$ cat src/rbst_pkg.sv
// Shared types and constants for the ray versus box slab test.
package rbst_pkg;

    // Fixed word width of every distance, coordinate and reciprocal
    localparam int Q_W = 32;

    // Defaults for the top level parameters
    localparam int DEF_FRACTION_BITS = 16;
    localparam int DEF_AXES          = 3;

    // A ray load always stores three axes
    localparam int STORED_AXES = 3;
    localparam int AXIS_W      = 2;

    // Operation codes of an input word
    localparam logic OP_LOAD = 1'b0;
    localparam logic OP_TEST = 1'b1;

    typedef logic signed [Q_W-1:0] q_t;

    localparam q_t Q_MAX = 32'sh7FFF_FFFF;
    localparam q_t Q_MIN = 32'sh8000_0000;

    typedef logic [AXIS_W-1:0] axis_t;

    // Tag that travels with a slab product: its axis and which corner it uses
    typedef struct packed {
        axis_t axis;
        logic  upper;
    } slab_tag_t;

endpackage

$ cat src/rbst_cmd_if.sv
// Input channel: ray load or box test word with valid/ready handshake.
interface rbst_cmd_if;
    logic          valid;
    logic          ready;
    logic          operation;
    rbst_pkg::q_t  a_x;
    rbst_pkg::q_t  a_y;
    rbst_pkg::q_t  a_z;
    rbst_pkg::q_t  b_x;
    rbst_pkg::q_t  b_y;
    rbst_pkg::q_t  b_z;
    rbst_pkg::q_t  far_limit;

    modport source (
        output valid, operation, a_x, a_y, a_z, b_x, b_y, b_z, far_limit,
        input  ready
    );

    modport sink (
        input  valid, operation, a_x, a_y, a_z, b_x, b_y, b_z, far_limit,
        output ready
    );
endinterface

$ cat src/rbst_res_if.sv
// Output channel: box test result word with valid/ready handshake.
interface rbst_res_if;
    logic          valid;
    logic          ready;
    logic          hit;
    rbst_pkg::q_t  t_enter;
    rbst_pkg::q_t  t_exit;

    modport source (
        output valid, hit, t_enter, t_exit,
        input  ready
    );

    modport sink (
        input  valid, hit, t_enter, t_exit,
        output ready
    );
endinterface

$ cat src/rbst_recip_div.sv
// Bit-serial restoring divider that forms the saturated fixed-point reciprocal.
module rbst_recip_div #(
    parameter int FRACTION_BITS = rbst_pkg::DEF_FRACTION_BITS
) (
    input  logic         clk,
    input  logic         rst_n,
    input  logic         start,
    input  rbst_pkg::q_t divisor,
    output logic         done,
    output rbst_pkg::q_t quot
);

    // Quotient of 2^(2F) by a magnitude of at least one needs 2F+1 bits
    localparam int QW    = 2 * FRACTION_BITS + 1;
    localparam int QX    = (QW > 33) ? QW : 33;
    localparam int CNT_W = $clog2(QW + 1);

    logic             busy_reg,  busy_next;
    logic             done_reg,  done_next;
    logic [CNT_W-1:0] cnt_reg,   cnt_next;
    logic [31:0]      rem_reg,   rem_next;
    logic [QW-1:0]    quo_reg,   quo_next;
    logic [QW-1:0]    num_reg,   num_next;
    logic [31:0]      mag_reg,   mag_next;
    logic             neg_reg,   neg_next;

    logic [32:0]      trial;
    logic             fits;
    logic [QX-1:0]    qx;
    logic [31:0]      q_neg;

    // Shift in one dividend bit and subtract where the divisor fits
    always_comb
    begin
        busy_next = busy_reg;
        done_next = 1'b0;
        cnt_next  = cnt_reg;
        rem_next  = rem_reg;
        quo_next  = quo_reg;
        num_next  = num_reg;
        mag_next  = mag_reg;
        neg_next  = neg_reg;
        trial     = {rem_reg, num_reg[QW-1]};
        fits      = (trial >= {1'b0, mag_reg});

        if (start)
        begin
            busy_next = 1'b1;
            cnt_next  = CNT_W'(QW);
            rem_next  = '0;
            quo_next  = '0;
            num_next  = {1'b1, {(QW-1){1'b0}}};
            mag_next  = divisor[31] ? 32'(-divisor) : 32'(divisor);
            neg_next  = divisor[31];
        end
        else if (busy_reg)
        begin
            // The remainder stays below the divisor, so it fits in 32 bits
            rem_next = fits ? 32'(trial - {1'b0, mag_reg}) : trial[31:0];
            quo_next = {quo_reg[QW-2:0], fits};
            num_next = {num_reg[QW-2:0], 1'b0};
            cnt_next = cnt_reg - CNT_W'(1);
            if (cnt_reg == CNT_W'(1))
            begin
                busy_next = 1'b0;
                done_next = 1'b1;
            end
        end
    end

    always_ff @(posedge clk or negedge rst_n)
    begin
        if (!rst_n)
        begin
            busy_reg <= 1'b0;
            done_reg <= 1'b0;
            cnt_reg  <= '0;
        end
        else
        begin
            busy_reg <= busy_next;
            done_reg <= done_next;
            cnt_reg  <= cnt_next;
        end
    end

    always_ff @(posedge clk)
    begin
        rem_reg <= rem_next;
        quo_reg <= quo_next;
        num_reg <= num_next;
        mag_reg <= mag_next;
        neg_reg <= neg_next;
    end

    // Apply the sign and saturate to the signed word range
    assign qx    = QX'(quo_reg);
    assign q_neg = 32'(-qx[31:0]);

    always_comb
    begin
        if (neg_reg)
        begin
            if ((|qx[QX-1:32]) || (qx[31] && (|qx[30:0])))
                quot = rbst_pkg::Q_MIN;
            else
                quot = $signed(q_neg);
        end
        else
        begin
            if (|qx[QX-1:31])
                quot = rbst_pkg::Q_MAX;
            else
                quot = $signed(qx[31:0]);
        end
    end

    assign done = done_reg;

endmodule

$ cat src/rbst_slab_mul.sv
// Shared three-stage slab unit: subtract, multiply, floor shift and saturate.
module rbst_slab_mul #(
    parameter int FRACTION_BITS = rbst_pkg::DEF_FRACTION_BITS
) (
    input  logic                clk,
    input  logic                rst_n,
    input  logic                in_valid,
    input  rbst_pkg::slab_tag_t in_tag,
    input  rbst_pkg::q_t        corner,
    input  rbst_pkg::q_t        origin,
    input  rbst_pkg::q_t        inv,
    output logic                out_valid,
    output rbst_pkg::slab_tag_t out_tag,
    output rbst_pkg::q_t        value
);

    logic                v1_reg, v2_reg, v3_reg;
    rbst_pkg::slab_tag_t tag1_reg, tag2_reg, tag3_reg;
    logic signed [32:0]  diff_reg;
    rbst_pkg::q_t        inv_reg;
    logic signed [64:0]  prod_reg;
    rbst_pkg::q_t        res_reg;

    logic signed [32:0]  diff_next;
    logic signed [64:0]  prod_next;
    logic signed [64:0]  shifted;
    rbst_pkg::q_t        res_next;

    // Stage one: exact 33-bit corner offset
    assign diff_next = 33'(corner) - 33'(origin);

    // Stage two: exact signed product
    assign prod_next = diff_reg * inv_reg;

    // Stage three: arithmetic shift rounds toward minus infinity, then clamp
    assign shifted = prod_reg >>> FRACTION_BITS;

    always_comb
    begin
        if ((|shifted[64:31]) && !(&shifted[64:31]))
            res_next = shifted[64] ? rbst_pkg::Q_MIN : rbst_pkg::Q_MAX;
        else
            res_next = $signed(shifted[31:0]);
    end

    always_ff @(posedge clk or negedge rst_n)
    begin
        if (!rst_n)
        begin
            v1_reg <= 1'b0;
            v2_reg <= 1'b0;
            v3_reg <= 1'b0;
        end
        else
        begin
            v1_reg <= in_valid;
            v2_reg <= v1_reg;
            v3_reg <= v2_reg;
        end
    end

    always_ff @(posedge clk)
    begin
        tag1_reg <= in_tag;
        tag2_reg <= tag1_reg;
        tag3_reg <= tag2_reg;
        diff_reg <= diff_next;
        inv_reg  <= inv;
        prod_reg <= prod_next;
        res_reg  <= res_next;
    end

    assign out_valid = v3_reg;
    assign out_tag   = tag3_reg;
    assign value     = res_reg;

endmodule

$ cat src/ray_box_slab_test_top.sv
// Top level of the ray versus axis-aligned box slab test with its sequencer.
//
// A load word (operation 0) stores the ray origin, the Q format reciprocal of
// each direction component and the far limit, and gives no result. The
// reciprocals come from the bit-serial reciprocal divider that produces one
// quotient bit per cycle for each non-zero axis (a zero component is marked
// parallel and skips the divider). A test word (operation 1) carries the box
// minimum and maximum corners and gives one result word: hit, entry and exit
// distance. Its products come from the single shared slab unit that starts
// one product per cycle and returns it after its subtract, multiply and shift
// stages. The input is not ready while a word is in work; a finished result
// waits in the output register while the next input word is taken.
module ray_box_slab_test_top #(
    parameter int FRACTION_BITS = rbst_pkg::DEF_FRACTION_BITS,
    parameter int AXES          = rbst_pkg::DEF_AXES
) (
    input  logic        clk,
    input  logic        rst_n,
    rbst_cmd_if.sink    cmd,
    rbst_res_if.source  res
);

    localparam int NA = rbst_pkg::STORED_AXES;

    typedef enum logic [2:0] {
        S_IDLE,
        S_LOAD,
        S_DIV_WAIT,
        S_TEST,
        S_DRAIN,
        S_FINISH
    } state_t;

    localparam rbst_pkg::axis_t LAST_TEST_AXIS = rbst_pkg::axis_t'(AXES - 1);
    localparam rbst_pkg::axis_t LAST_LOAD_AXIS = rbst_pkg::axis_t'(NA - 1);

    state_t              state_reg,   state_next;
    rbst_pkg::axis_t     axis_reg,    axis_next;
    logic                half_reg,    half_next;

    // Stored ray
    rbst_pkg::q_t        origin_reg [NA];
    rbst_pkg::q_t        origin_next [NA];
    rbst_pkg::q_t        inv_reg [NA];
    rbst_pkg::q_t        inv_next [NA];
    logic [NA-1:0]       par_reg,     par_next;
    logic [NA-1:0]       neg_reg,     neg_next;
    rbst_pkg::q_t        far_reg,     far_next;

    // Box under test and running distances
    rbst_pkg::q_t        lo_reg [NA];
    rbst_pkg::q_t        lo_next [NA];
    rbst_pkg::q_t        hi_reg [NA];
    rbst_pkg::q_t        hi_next [NA];
    rbst_pkg::q_t        enter_reg,   enter_next;
    rbst_pkg::q_t        exit_reg,    exit_next;
    rbst_pkg::q_t        lo_res_reg,  lo_res_next;
    logic                any_np_reg,  any_np_next;
    logic                par_miss_reg, par_miss_next;

    // Output word
    logic                out_valid_reg, out_valid_next;
    logic                out_hit_reg,   out_hit_next;
    rbst_pkg::q_t        out_enter_reg, out_enter_next;
    rbst_pkg::q_t        out_exit_reg,  out_exit_next;

    // Shared unit hookup
    logic                div_start;
    logic                div_done;
    rbst_pkg::q_t        div_quot;
    logic                mul_in_valid;
    rbst_pkg::slab_tag_t mul_in_tag;
    rbst_pkg::q_t        mul_corner;
    logic                mul_out_valid;
    rbst_pkg::slab_tag_t mul_out_tag;
    rbst_pkg::q_t        mul_value;

    rbst_pkg::q_t        in_a [NA];
    rbst_pkg::q_t        in_b [NA];
    rbst_pkg::q_t        t0;
    rbst_pkg::q_t        t1;
    logic                accept;
    logic                out_free;

    assign in_a[0] = cmd.a_x;
    assign in_a[1] = cmd.a_y;
    assign in_a[2] = cmd.a_z;
    assign in_b[0] = cmd.b_x;
    assign in_b[1] = cmd.b_y;
    assign in_b[2] = cmd.b_z;

    assign cmd.ready = (state_reg == S_IDLE);
    assign accept    = cmd.valid && cmd.ready;
    assign out_free  = !out_valid_reg || res.ready;

    // Slab unit issue: one corner per cycle, lower then upper for each axis
    assign mul_in_valid     = (state_reg == S_TEST);
    assign mul_in_tag.axis  = axis_reg;
    assign mul_in_tag.upper = half_reg;
    assign mul_corner       = half_reg ? hi_reg[axis_reg] : lo_reg[axis_reg];

    // Divider start for a non-parallel axis; inv_reg holds the raw direction
    assign div_start = (state_reg == S_LOAD) && (inv_reg[axis_reg] != '0);

    always_comb
    begin
        state_next     = state_reg;
        axis_next      = axis_reg;
        half_next      = half_reg;
        origin_next    = origin_reg;
        inv_next       = inv_reg;
        par_next       = par_reg;
        neg_next       = neg_reg;
        far_next       = far_reg;
        lo_next        = lo_reg;
        hi_next        = hi_reg;
        enter_next     = enter_reg;
        exit_next      = exit_reg;
        lo_res_next    = lo_res_reg;
        any_np_next    = any_np_reg;
        par_miss_next  = par_miss_reg;
        out_valid_next = out_valid_reg && !res.ready;
        out_hit_next   = out_hit_reg;
        out_enter_next = out_enter_reg;
        out_exit_next  = out_exit_reg;
        t0             = lo_res_reg;
        t1             = mul_value;

        case (state_reg)
            S_IDLE:
            begin
                if (accept)
                begin
                    axis_next = '0;
                    half_next = 1'b0;
                    if (cmd.operation == rbst_pkg::OP_LOAD)
                    begin
                        // Hold the raw direction until its reciprocal is ready
                        for (int a = 0; a < NA; a++)
                        begin
                            origin_next[a] = in_a[a];
                            inv_next[a]    = in_b[a];
                            par_next[a]    = (in_b[a] == '0);
                            neg_next[a]    = in_b[a][31];
                        end
                        far_next   = cmd.far_limit;
                        state_next = S_LOAD;
                    end
                    else
                    begin
                        par_miss_next = 1'b0;
                        for (int a = 0; a < NA; a++)
                        begin
                            lo_next[a] = in_a[a];
                            hi_next[a] = in_b[a];
                            if (a < AXES && par_reg[a] &&
                                (origin_reg[a] < in_a[a] || origin_reg[a] > in_b[a]))
                                par_miss_next = 1'b1;
                        end
                        enter_next  = rbst_pkg::Q_MIN;
                        exit_next   = far_reg;
                        any_np_next = 1'b0;
                        state_next  = S_TEST;
                    end
                end
            end

            S_LOAD:
            begin
                // Parallel axis keeps a zero reciprocal
                if (div_start)
                    state_next = S_DIV_WAIT;
                else if (axis_reg == LAST_LOAD_AXIS)
                    state_next = S_IDLE;
                else
                    axis_next = axis_reg + 1'b1;
            end

            S_DIV_WAIT:
            begin
                if (div_done)
                begin
                    inv_next[axis_reg] = div_quot;
                    if (axis_reg == LAST_LOAD_AXIS)
                        state_next = S_IDLE;
                    else
                    begin
                        axis_next  = axis_reg + 1'b1;
                        state_next = S_LOAD;
                    end
                end
            end

            S_TEST:
            begin
                half_next = !half_reg;
                if (half_reg)
                begin
                    if (axis_reg == LAST_TEST_AXIS)
                        state_next = S_DRAIN;
                    else
                        axis_next = axis_reg + 1'b1;
                end
            end

            S_DRAIN:
            begin
                if (mul_out_valid && mul_out_tag.upper && mul_out_tag.axis == LAST_TEST_AXIS)
                    state_next = S_FINISH;
            end

            S_FINISH:
            begin
                // Running bounds only tighten, so one final compare covers all axes
                if (out_free)
                begin
                    out_valid_next = 1'b1;
                    out_hit_next   = !par_miss_reg && !(any_np_reg && exit_reg <= enter_reg);
                    out_enter_next = enter_reg;
                    out_exit_next  = exit_reg;
                    state_next     = S_IDLE;
                end
            end

            default:
            begin
                state_next = S_IDLE;
            end
        endcase

        // Fold returning slab distances into the running bounds
        if (mul_out_valid)
        begin
            if (!mul_out_tag.upper)
                lo_res_next = mul_value;
            else if (!par_reg[mul_out_tag.axis])
            begin
                if (neg_reg[mul_out_tag.axis])
                begin
                    t0 = mul_value;
                    t1 = lo_res_reg;
                end
                if (t0 > enter_reg)
                    enter_next = t0;
                if (t1 < exit_reg)
                    exit_next = t1;
                any_np_next = 1'b1;
            end
        end
    end

    always_ff @(posedge clk or negedge rst_n)
    begin
        if (!rst_n)
        begin
            state_reg     <= S_IDLE;
            axis_reg      <= '0;
            half_reg      <= 1'b0;
            out_valid_reg <= 1'b0;
            par_reg       <= '0;
            neg_reg       <= '0;
            far_reg       <= '0;
            for (int a = 0; a < NA; a++)
            begin
                origin_reg[a] <= '0;
                inv_reg[a]    <= '0;
            end
        end
        else
        begin
            state_reg     <= state_next;
            axis_reg      <= axis_next;
            half_reg      <= half_next;
            out_valid_reg <= out_valid_next;
            par_reg       <= par_next;
            neg_reg       <= neg_next;
            far_reg       <= far_next;
            origin_reg    <= origin_next;
            inv_reg       <= inv_next;
        end
    end

    always_ff @(posedge clk)
    begin
        lo_reg        <= lo_next;
        hi_reg        <= hi_next;
        enter_reg     <= enter_next;
        exit_reg      <= exit_next;
        lo_res_reg    <= lo_res_next;
        any_np_reg    <= any_np_next;
        par_miss_reg  <= par_miss_next;
        out_hit_reg   <= out_hit_next;
        out_enter_reg <= out_enter_next;
        out_exit_reg  <= out_exit_next;
    end

    rbst_recip_div #(
        .FRACTION_BITS (FRACTION_BITS)
    ) u_div (
        .clk     (clk),
        .rst_n   (rst_n),
        .start   (div_start),
        .divisor (inv_reg[axis_reg]),
        .done    (div_done),
        .quot    (div_quot)
    );

    rbst_slab_mul #(
        .FRACTION_BITS (FRACTION_BITS)
    ) u_mul (
        .clk       (clk),
        .rst_n     (rst_n),
        .in_valid  (mul_in_valid),
        .in_tag    (mul_in_tag),
        .corner    (mul_corner),
        .origin    (origin_reg[axis_reg]),
        .inv       (inv_reg[axis_reg]),
        .out_valid (mul_out_valid),
        .out_tag   (mul_out_tag),
        .value     (mul_value)
    );

    assign res.valid   = out_valid_reg;
    assign res.hit     = out_hit_reg;
    assign res.t_enter = out_enter_reg;
    assign res.t_exit  = out_exit_reg;

`ifndef SYNTHESIS
    // Slab products only come back while a box test is in work
    assert property (@(posedge clk) disable iff (!rst_n)
        mul_out_valid |-> (state_reg == S_TEST || state_reg == S_DRAIN))
        else $error("slab product outside a box test");

    // A reciprocal only finishes while the sequencer waits for it
    assert property (@(posedge clk) disable iff (!rst_n)
        div_done |-> (state_reg == S_DIV_WAIT))
        else $error("divider finished outside a ray load");

    // A new result word follows the finish step of a test
    assert property (@(posedge clk) disable iff (!rst_n)
        $rose(out_valid_reg) |-> $past(state_reg == S_FINISH))
        else $error("result word without a finished test");
`endif

endmodule

$ cat src/flat_wrapper.sv
// flat-port wrapper written by rule: the top's interface ports become plain ports
module ray_box_slab_test_top_flat 
#(
    parameter int FRACTION_BITS = rbst_pkg::DEF_FRACTION_BITS,
    parameter int AXES          = rbst_pkg::DEF_AXES
)
  (clk, rst_n, cmd_valid, cmd_operation, cmd_a_x, cmd_a_y, cmd_a_z, cmd_b_x, cmd_b_y, cmd_b_z, cmd_far_limit, cmd_ready, res_valid, res_hit, res_t_enter, res_t_exit, res_ready);
  rbst_cmd_if cmd_i ();
  rbst_res_if res_i ();
  input  logic clk;
  input  logic rst_n;
  input wire logic [$bits(cmd_i.valid)-1:0] cmd_valid;
  input wire logic [$bits(cmd_i.operation)-1:0] cmd_operation;
  input wire logic [$bits(cmd_i.a_x)-1:0] cmd_a_x;
  input wire logic [$bits(cmd_i.a_y)-1:0] cmd_a_y;
  input wire logic [$bits(cmd_i.a_z)-1:0] cmd_a_z;
  input wire logic [$bits(cmd_i.b_x)-1:0] cmd_b_x;
  input wire logic [$bits(cmd_i.b_y)-1:0] cmd_b_y;
  input wire logic [$bits(cmd_i.b_z)-1:0] cmd_b_z;
  input wire logic [$bits(cmd_i.far_limit)-1:0] cmd_far_limit;
  output wire logic [$bits(cmd_i.ready)-1:0] cmd_ready;
  output wire logic [$bits(res_i.valid)-1:0] res_valid;
  output wire logic [$bits(res_i.hit)-1:0] res_hit;
  output wire logic [$bits(res_i.t_enter)-1:0] res_t_enter;
  output wire logic [$bits(res_i.t_exit)-1:0] res_t_exit;
  input wire logic [$bits(res_i.ready)-1:0] res_ready;
  assign cmd_i.valid = cmd_valid;
  assign cmd_i.operation = cmd_operation;
  assign cmd_i.a_x = cmd_a_x;
  assign cmd_i.a_y = cmd_a_y;
  assign cmd_i.a_z = cmd_a_z;
  assign cmd_i.b_x = cmd_b_x;
  assign cmd_i.b_y = cmd_b_y;
  assign cmd_i.b_z = cmd_b_z;
  assign cmd_i.far_limit = cmd_far_limit;
  assign cmd_ready = cmd_i.ready;
  assign res_valid = res_i.valid;
  assign res_hit = res_i.hit;
  assign res_t_enter = res_i.t_enter;
  assign res_t_exit = res_i.t_exit;
  assign res_i.ready = res_ready;
  ray_box_slab_test_top #(.FRACTION_BITS(FRACTION_BITS), .AXES(AXES)) u_core (.clk(clk), .rst_n(rst_n), .cmd(cmd_i), .res(res_i));
endmodule
$ cat config.mk
export PLATFORM = sky130hd
export DESIGN_NAME = ray_box_slab_test_top_flat
export DESIGN_NICKNAME = d
export VERILOG_FILES = /design/src/rbst_pkg.sv /design/src/rbst_cmd_if.sv /design/src/rbst_res_if.sv /design/src/rbst_recip_div.sv /design/src/rbst_slab_mul.sv /design/src/ray_box_slab_test_top.sv /design/src/flat_wrapper.sv
export SDC_FILE = /design/constraint.sdc
export NUM_CORES = 2
export LEC_CHECK = 0
export ABC_AREA = 1
export ABC_CLOCK_PERIOD_IN_PS = 7450
export BUFFER_PORTS_ARGS = -buffer_cell sky130_fd_sc_hd__buf_2
export CORE_UTILIZATION = 59
export CTS_BUF_LIST = sky130_fd_sc_hd__clkbuf_4
export DETAILED_ROUTE_END_ITERATION = 8
export PLACE_DENSITY_LB_ADDON = 0.1
export SKIP_CTS_REPAIR_TIMING = 1
export SLEW_MARGIN = 20
export SYNTH_ARGS = -nofsm -noshare
export SYNTH_HDL_FRONTEND = slang
export SYNTH_SLANG_ARGS = --single-unit
$ cat constraint.sdc
create_clock -name clk -period 7.45 [get_ports clk]
set_input_delay 0.3725 -clock clk [delete_from_list [all_inputs] [get_ports clk]]
set_output_delay 0.3725 -clock clk [all_outputs]
set_load 0.05 [all_outputs]
# After elaboration in Yosys (flattened, before gate mapping)
# Index checks and enable logic that the tools add are counted.
# totals
reg_bits	873
input_bits	229
output_inout_bits	67
word_cells	224
# op_classes
n_addsub	6
n_mul	1
order_cmp	13
n_eq_ne	17
muxes	89
bitwise	3
reduce_logical	46
# op_table
cell	count
$mux W32	38
$mux W96	3
$bmux W32 S2	4
$pmux W96 S2	1
$gt A32 B32 Y1	4
$lt A32 B32 Y1	4
$bwmux W96	1
$logic_not A32 Y1	3
$mul A33 B32 Y65	1
$demux W32 S2	1
$neg A32 Y32	2
$ge A33 B32 Y1	1
$sub A32 B32 Y33	1
$le A32 B32 Y1	1
$reduce_bool A32 Y1	1
$sub A32 B32 Y32	1
$mux W31	1
$reduce_or A31 Y1	1
$mux W3	8
$mux W1	19
$pmux W3 S6	1
$reduce_and A18 Y1	1
$reduce_or A18 Y1	1
$logic_and A1 B1 Y1	13
31 further kinds	63

# Logic depth before layout (Yosys ltp)
# logic_depth
ltp_word	11
depth_mapped	30

# Modules after synthesis
# A second synthesis with hierarchy kept.
# unflattened
cells_unflattened	10636
area_unflattened_um2	85406.9
# by_module_without_submodules
mod	n_inst	cells_each	area_each_um2
rbst_slab_mul	1	5665	44720.4
ray_box_slab_test_top	1	3672	32278.5
rbst_recip_div	1	1299	8408.1

# Worst setup path before layout
# No wires, ideal clock.
# synth_path
path_type	register to register
from	reg u_core.state_reg[1]
to	reg u_core.exit_reg[22]
setup_time_ns	0.121
arrival_time_ns	8.023
path_slack_ns	-0.694
path_stages_with_launch	13
path_buffers	2
synth_period_minus_slack_ns	8.144
cell_sequence	dfrtp_1 nor2_1 inv_1 nor2_1 inv_1 nor2_1 inv_1 nor2_1 clkbuf_1 clkbuf_1 o21ai_0 nand2_1 nand2_1
# synth_via
elab_chain_cells	8
# synth_rtl
item	line_no	source
start: declaration	ray_box_slab_test_top.sv:37	state_t state_reg, state_next;
start signal: assignment	ray_box_slab_test_top.sv:271	state_reg <= state_next;
$logic_not A3 Y1 (*)	ray_box_slab_test_top.sv:92	assign cmd.ready = (state_reg == S_IDLE);
via cmd_ready	flat_wrapper.sv:21	output wire logic [$bits(cmd_i.ready)-1:0] cmd_ready;
$logic_and A1 B1 Y1	ray_box_slab_test_top.sv:93	assign accept = cmd.valid && cmd.ready;
$mux W32	ray_box_slab_test_top.sv:132	if (accept)
$mux W32 (*)	ray_box_slab_test_top.sv:129	case (state_reg)
$mux W32	ray_box_slab_test_top.sv:245	if (t1 < exit_reg)
$mux W32	ray_box_slab_test_top.sv:236	else if (!par_reg[mul_out_tag.axis])
$mux W32	ray_box_slab_test_top.sv:234	if (!mul_out_tag.upper)
$mux W32 (*)	ray_box_slab_test_top.sv:232	if (mul_out_valid)
via u_core.exit_next[22]	ray_box_slab_test_top.sv:56	rbst_pkg::q_t exit_reg, exit_next;
end signal: assignment	ray_box_slab_test_top.sv:288	exit_reg <= exit_next;
end: declaration	ray_box_slab_test_top.sv:56	
# Mark *: on every way through the listed nets, which the timed path passes. The rest lies on a longest branch.
# A chain may end at the register's enable or synchronous reset.

# Worst setup path after layout
# layout_path
from	reg u_core.u_mul.diff_reg[2]
to	reg u_core.u_mul.prod_reg[40]
# layout_via
elab_chain_cells	1
# layout_rtl
item	line_no	source
start: declaration	rbst_slab_mul.sv:19	logic signed [32:0] diff_reg;
start signal: assignment	rbst_slab_mul.sv:67	diff_reg <= diff_next;
$mul A33 B32 Y65	rbst_slab_mul.sv:33	assign prod_next = diff_reg * inv_reg;
via u_core.u_mul.prod_next[40]	rbst_slab_mul.sv:25	logic signed [64:0] prod_next;
end signal: assignment	rbst_slab_mul.sv:69	prod_reg <= prod_next;
end: declaration	rbst_slab_mul.sv:21	logic signed [64:0] prod_reg;
# The timed path passes the listed nets, and every way through them passes these cells.

==> results.md <==
- Outcome: finished, violations left
- Violated checks: max-capacitance violations, max-slew violations
- RePlAce Congestion: approximately 1.0
- TritonCTS clock tree: yes
- Worst min path class: in2reg
- Post-synth top area cell: fa_1
- Critical path's most frequent cell: fa_1
- Clock Skew: 175.3 ps
- Final clock period utilization by the worst path: 0.9865
- CTS H-tree lvls: 4
- Main flop type after synthesis: edfxtp_1
- Flop2flop setup slack: 100 ps
- 1st-iter DRT viols: roughly 7.5k
- Hold Vio Cnt, Final: 0
- Critical-path cell list: nand2_1 -> fa_1 -> fa_1 -> inv_1 -> fa_1 -> fa_1 -> fa_1 -> fa_1 -> fa_1 -> fa_1 -> ha_1 -> nand2_1 -> nor2_1 -> nand2_1 -> nor2_1 -> nand2_1 -> nand2_1 -> nand2_1 -> nand2_1 -> xor2_1
- Buffers on Ports: 295
- Synth top area share: 0.2682
- Final setup violating endpoints: 0
- CP bufs+invs: 1
- First-pass GRT wire length: 418,500 um
- Vias/cell: 5.754
- Max Buffers Root-to-Sink: 3
- Die width: 377.3 um
- Synth Warn #: 0
- Post-Syn Area: around 0.083 sq mm
- Antenna violations before repair: 31
- Synthesized Nets: 11.81k
- Req. time, crit path: around 8600 ps
- Core area: 0.1395 sq mm
- Slowest cell on crit path: dfxtp_1
- Slew headroom: -0.01889
- CP Capture Point: u_core.u_mul.prod_reg[40]
- CTS clk-pin slew, worst paths: roughly 70 ps
- FMAX: 0.1361 GHz
- Largest net degree at the start of global routing: 157
- #FFs+latches synth: around 860
- Count leader, synth: inv_1
- Crit path largest cell delay: 840 ps
- Post-DP HPWL: 214,200 um
- R2R Path End: u_core.u_mul.prod_reg[40]
- Worst slew pin tran: ~1500 ps
- Post-synth EDFFs: 323
- Layout cell share with drive strength beyond 1: 0.09159
- # rows: approximately 140
- Synth area leaders: fa_1 (27%), edfxtp_1 (12%), inv_1 (11%)
- Yosys cell types: slightly below 60
- Setup TNS: 0 ps
- Final wirelength: 291,700 um
- Avg WL per Cell: 22.75 um
- Critical Path Sink Type: flop
- Initial DRT Pass Iterations: 7
- Vias: 73.77k
- Max Cap Violations: 2
- Most instantiated cells after synthesis: inv_1 (2,343), nand2_1 (2,056), fa_1 (1,113), o21ai_0 (565), ha_1 (537)
- Worst-Skew Late Latency: 1350 ps
- Area Growth Syn to Fin: 15.10%
- Sequential area share after synthesis: 0.2603
- Gr usage total: 0.3911
- Reg2reg start: u_core.u_mul.diff_reg[2]
- Synthesized area per cell: approximately 8.4 sq um
- Die area: 0.1423 sq mm
- Critical path fanouts, max: 8
- Final nets: 12.59k
- Vias in the first global route: slightly above 70k
- Root Driver: clkbuf_4
- Fin crit period: 7350 ps
- Crit path DAT: around 8500 ps
- Vert. Die Dim: around 380 um
- Critical Path Stages: 20
- Starting Density: 0.5955
- ANT nets after route: 0
- # IOs: between 200 and 300
- Crit path launch type: flop
- Post-route DRC: 0
- Reg2reg path depth: 20
- Max Transition Viols Final: 3
- CTS Sinks: 857
- Global route total overflow: 0
- Ys async rst share: 0.2894
- Syn Inst Count: 9,934
- TritonCTS buffer count: 230
- CP Class: reg2reg
- Worst setup startpoint: u_core.u_mul.diff_reg[2]
- Worst path top cell family by delay: adder cells
==> how the worst min path moves through the flow <==
| stage | start | endpoint | slack (ps) | depth (start not counted) |
|---|---|---|---|---|
| after floorplan | rst_n | u_core.axis_reg[0] | 80 | 0 |
| after global placement | u_core.u_mul.tag1_reg[1] | u_core.u_mul.tag2_reg[1] | 310 | 0 |
| after detailed placement | u_core.u_mul.tag2_reg[1] | u_core.u_mul.out_tag[1] | 310 | 0 |
| after CTS | rst_n | u_core.origin_reg[44] | -930 | 1 |
| after global routing | cmd_b_y[1] | u_core.inv_reg[33] | 20 | 4 |
| final | cmd_b_y[9] | u_core.inv_reg[41] | 20 | 4 |
==> placed cells by master (no fill, tap or decap), types with 10 or more instances in the layout <==
| cell | instances |
|---|---|
| a211oi_1 | 11 |
| o211ai_1 | 21 |
| a21oi_1 | 507 |
| nor4_1 | 62 |
| clkbuf_4 | 352 |
| o21a_1 | 36 |
| o22ai_1 | 69 |
| nand4_1 | 110 |
| o21ai_0 | 563 |
| nor2_1 | 442 |
| buf_12 | 51 |
| buf_4 | 170 |
| buf_2 | 294 |
| or2_2 | 13 |
| dfrtp_1 | 245 |
| edfxtp_1 | 323 |
| inv_1 | 2337 |
| a31oi_1 | 28 |
| clkinv_2 | 23 |
| nor3_1 | 40 |
| a22oi_1 | 134 |
| xnor2_1 | 52 |
| clkinv_1 | 50 |
| dfxtp_1 | 276 |
| nand2_1 | 2052 |
| ha_1 | 533 |
| a21boi_0 | 11 |
| fa_1 | 1112 |
| o21ai_1 | 25 |
| dlygate4sd3_1 | 464 |
| o21bai_1 | 15 |
| diode_2 | 27 |
| a21o_1 | 18 |
| inv_2 | 10 |
| xor2_1 | 106 |
| nand3_1 | 230 |
==> stage by stage <==
stage / hold slack [ps] / setup slack, ps / area, sq um / utilization / instances
final: 16.79 / 100.4 / 95630 / 0.6854 / 12820
after global routing: 16.95 / -14.71 / 95580 / 0.6850 / 12800
after CTS: -929.9 / -50.33 / 90720 / 0.6502 / 12320
after detailed placement: 312.1 / -61.59 / 87590 / 0.6277 / 11890
after global placement: 311.2 / -79.83 / 87590 / 0.6277 / 11890
after floorplan: 76.91 / 268.9 / 83090 / - / 9934
==> final cells by class <==
cell class                      count  area [sq um]
Clock buffer                      351          2635
Sequential cell                   857         21650
Multi-Input combinational cell   6283         51030
Antenna cell                       27         67.56
Timing Repair Buffer              989          8549
Clock inverter                     85         501.7
Inverter                         2353          8848
Fill cell                       11360         43900
Tap cell                         1876          2347
==> worst min-delay path: cells and delay by family <==
| kind | cells | cell delay, ps |
|---|---|---|
| AOI/OAI and AO/OA | 2 | 210 |
| buffers and inverters | 2 | 710 |
==> cells by family after synthesis <==
family	Yosys count	share of synthesized area
DFF	857	0.2603
xor gates and xnor gates	160	0.01687
and+or+nand+nor	2988	0.1460
adders and majority gates	1650	0.3490
muxes	1	0.0001205
AOI/OAI and AO/OA	1484	0.1001
buffers and inverters	2794	0.1276
==> metal layers <==
| layer | wire, um | share of wire | up-vias | GRT usage |
|---|---|---|---|---|
| li1 | - | - | 32330 | - |
| met1 | 108200 | 0.37 | 35710 | 0.4942 |
| met2 | 129700 | 0.44 | 4557 | 0.6122 |
| met3 | 31980 | 0.11 | 1161 | 0.09215 |
| met4 | 21650 | 0.074 | 18 | 0.2342 |
| met5 | 162 | 0.00056 | - | 0 |
Power is not shown: default switching activity piles up to over one toggle a cycle in this logic, so the estimate is an artifact.
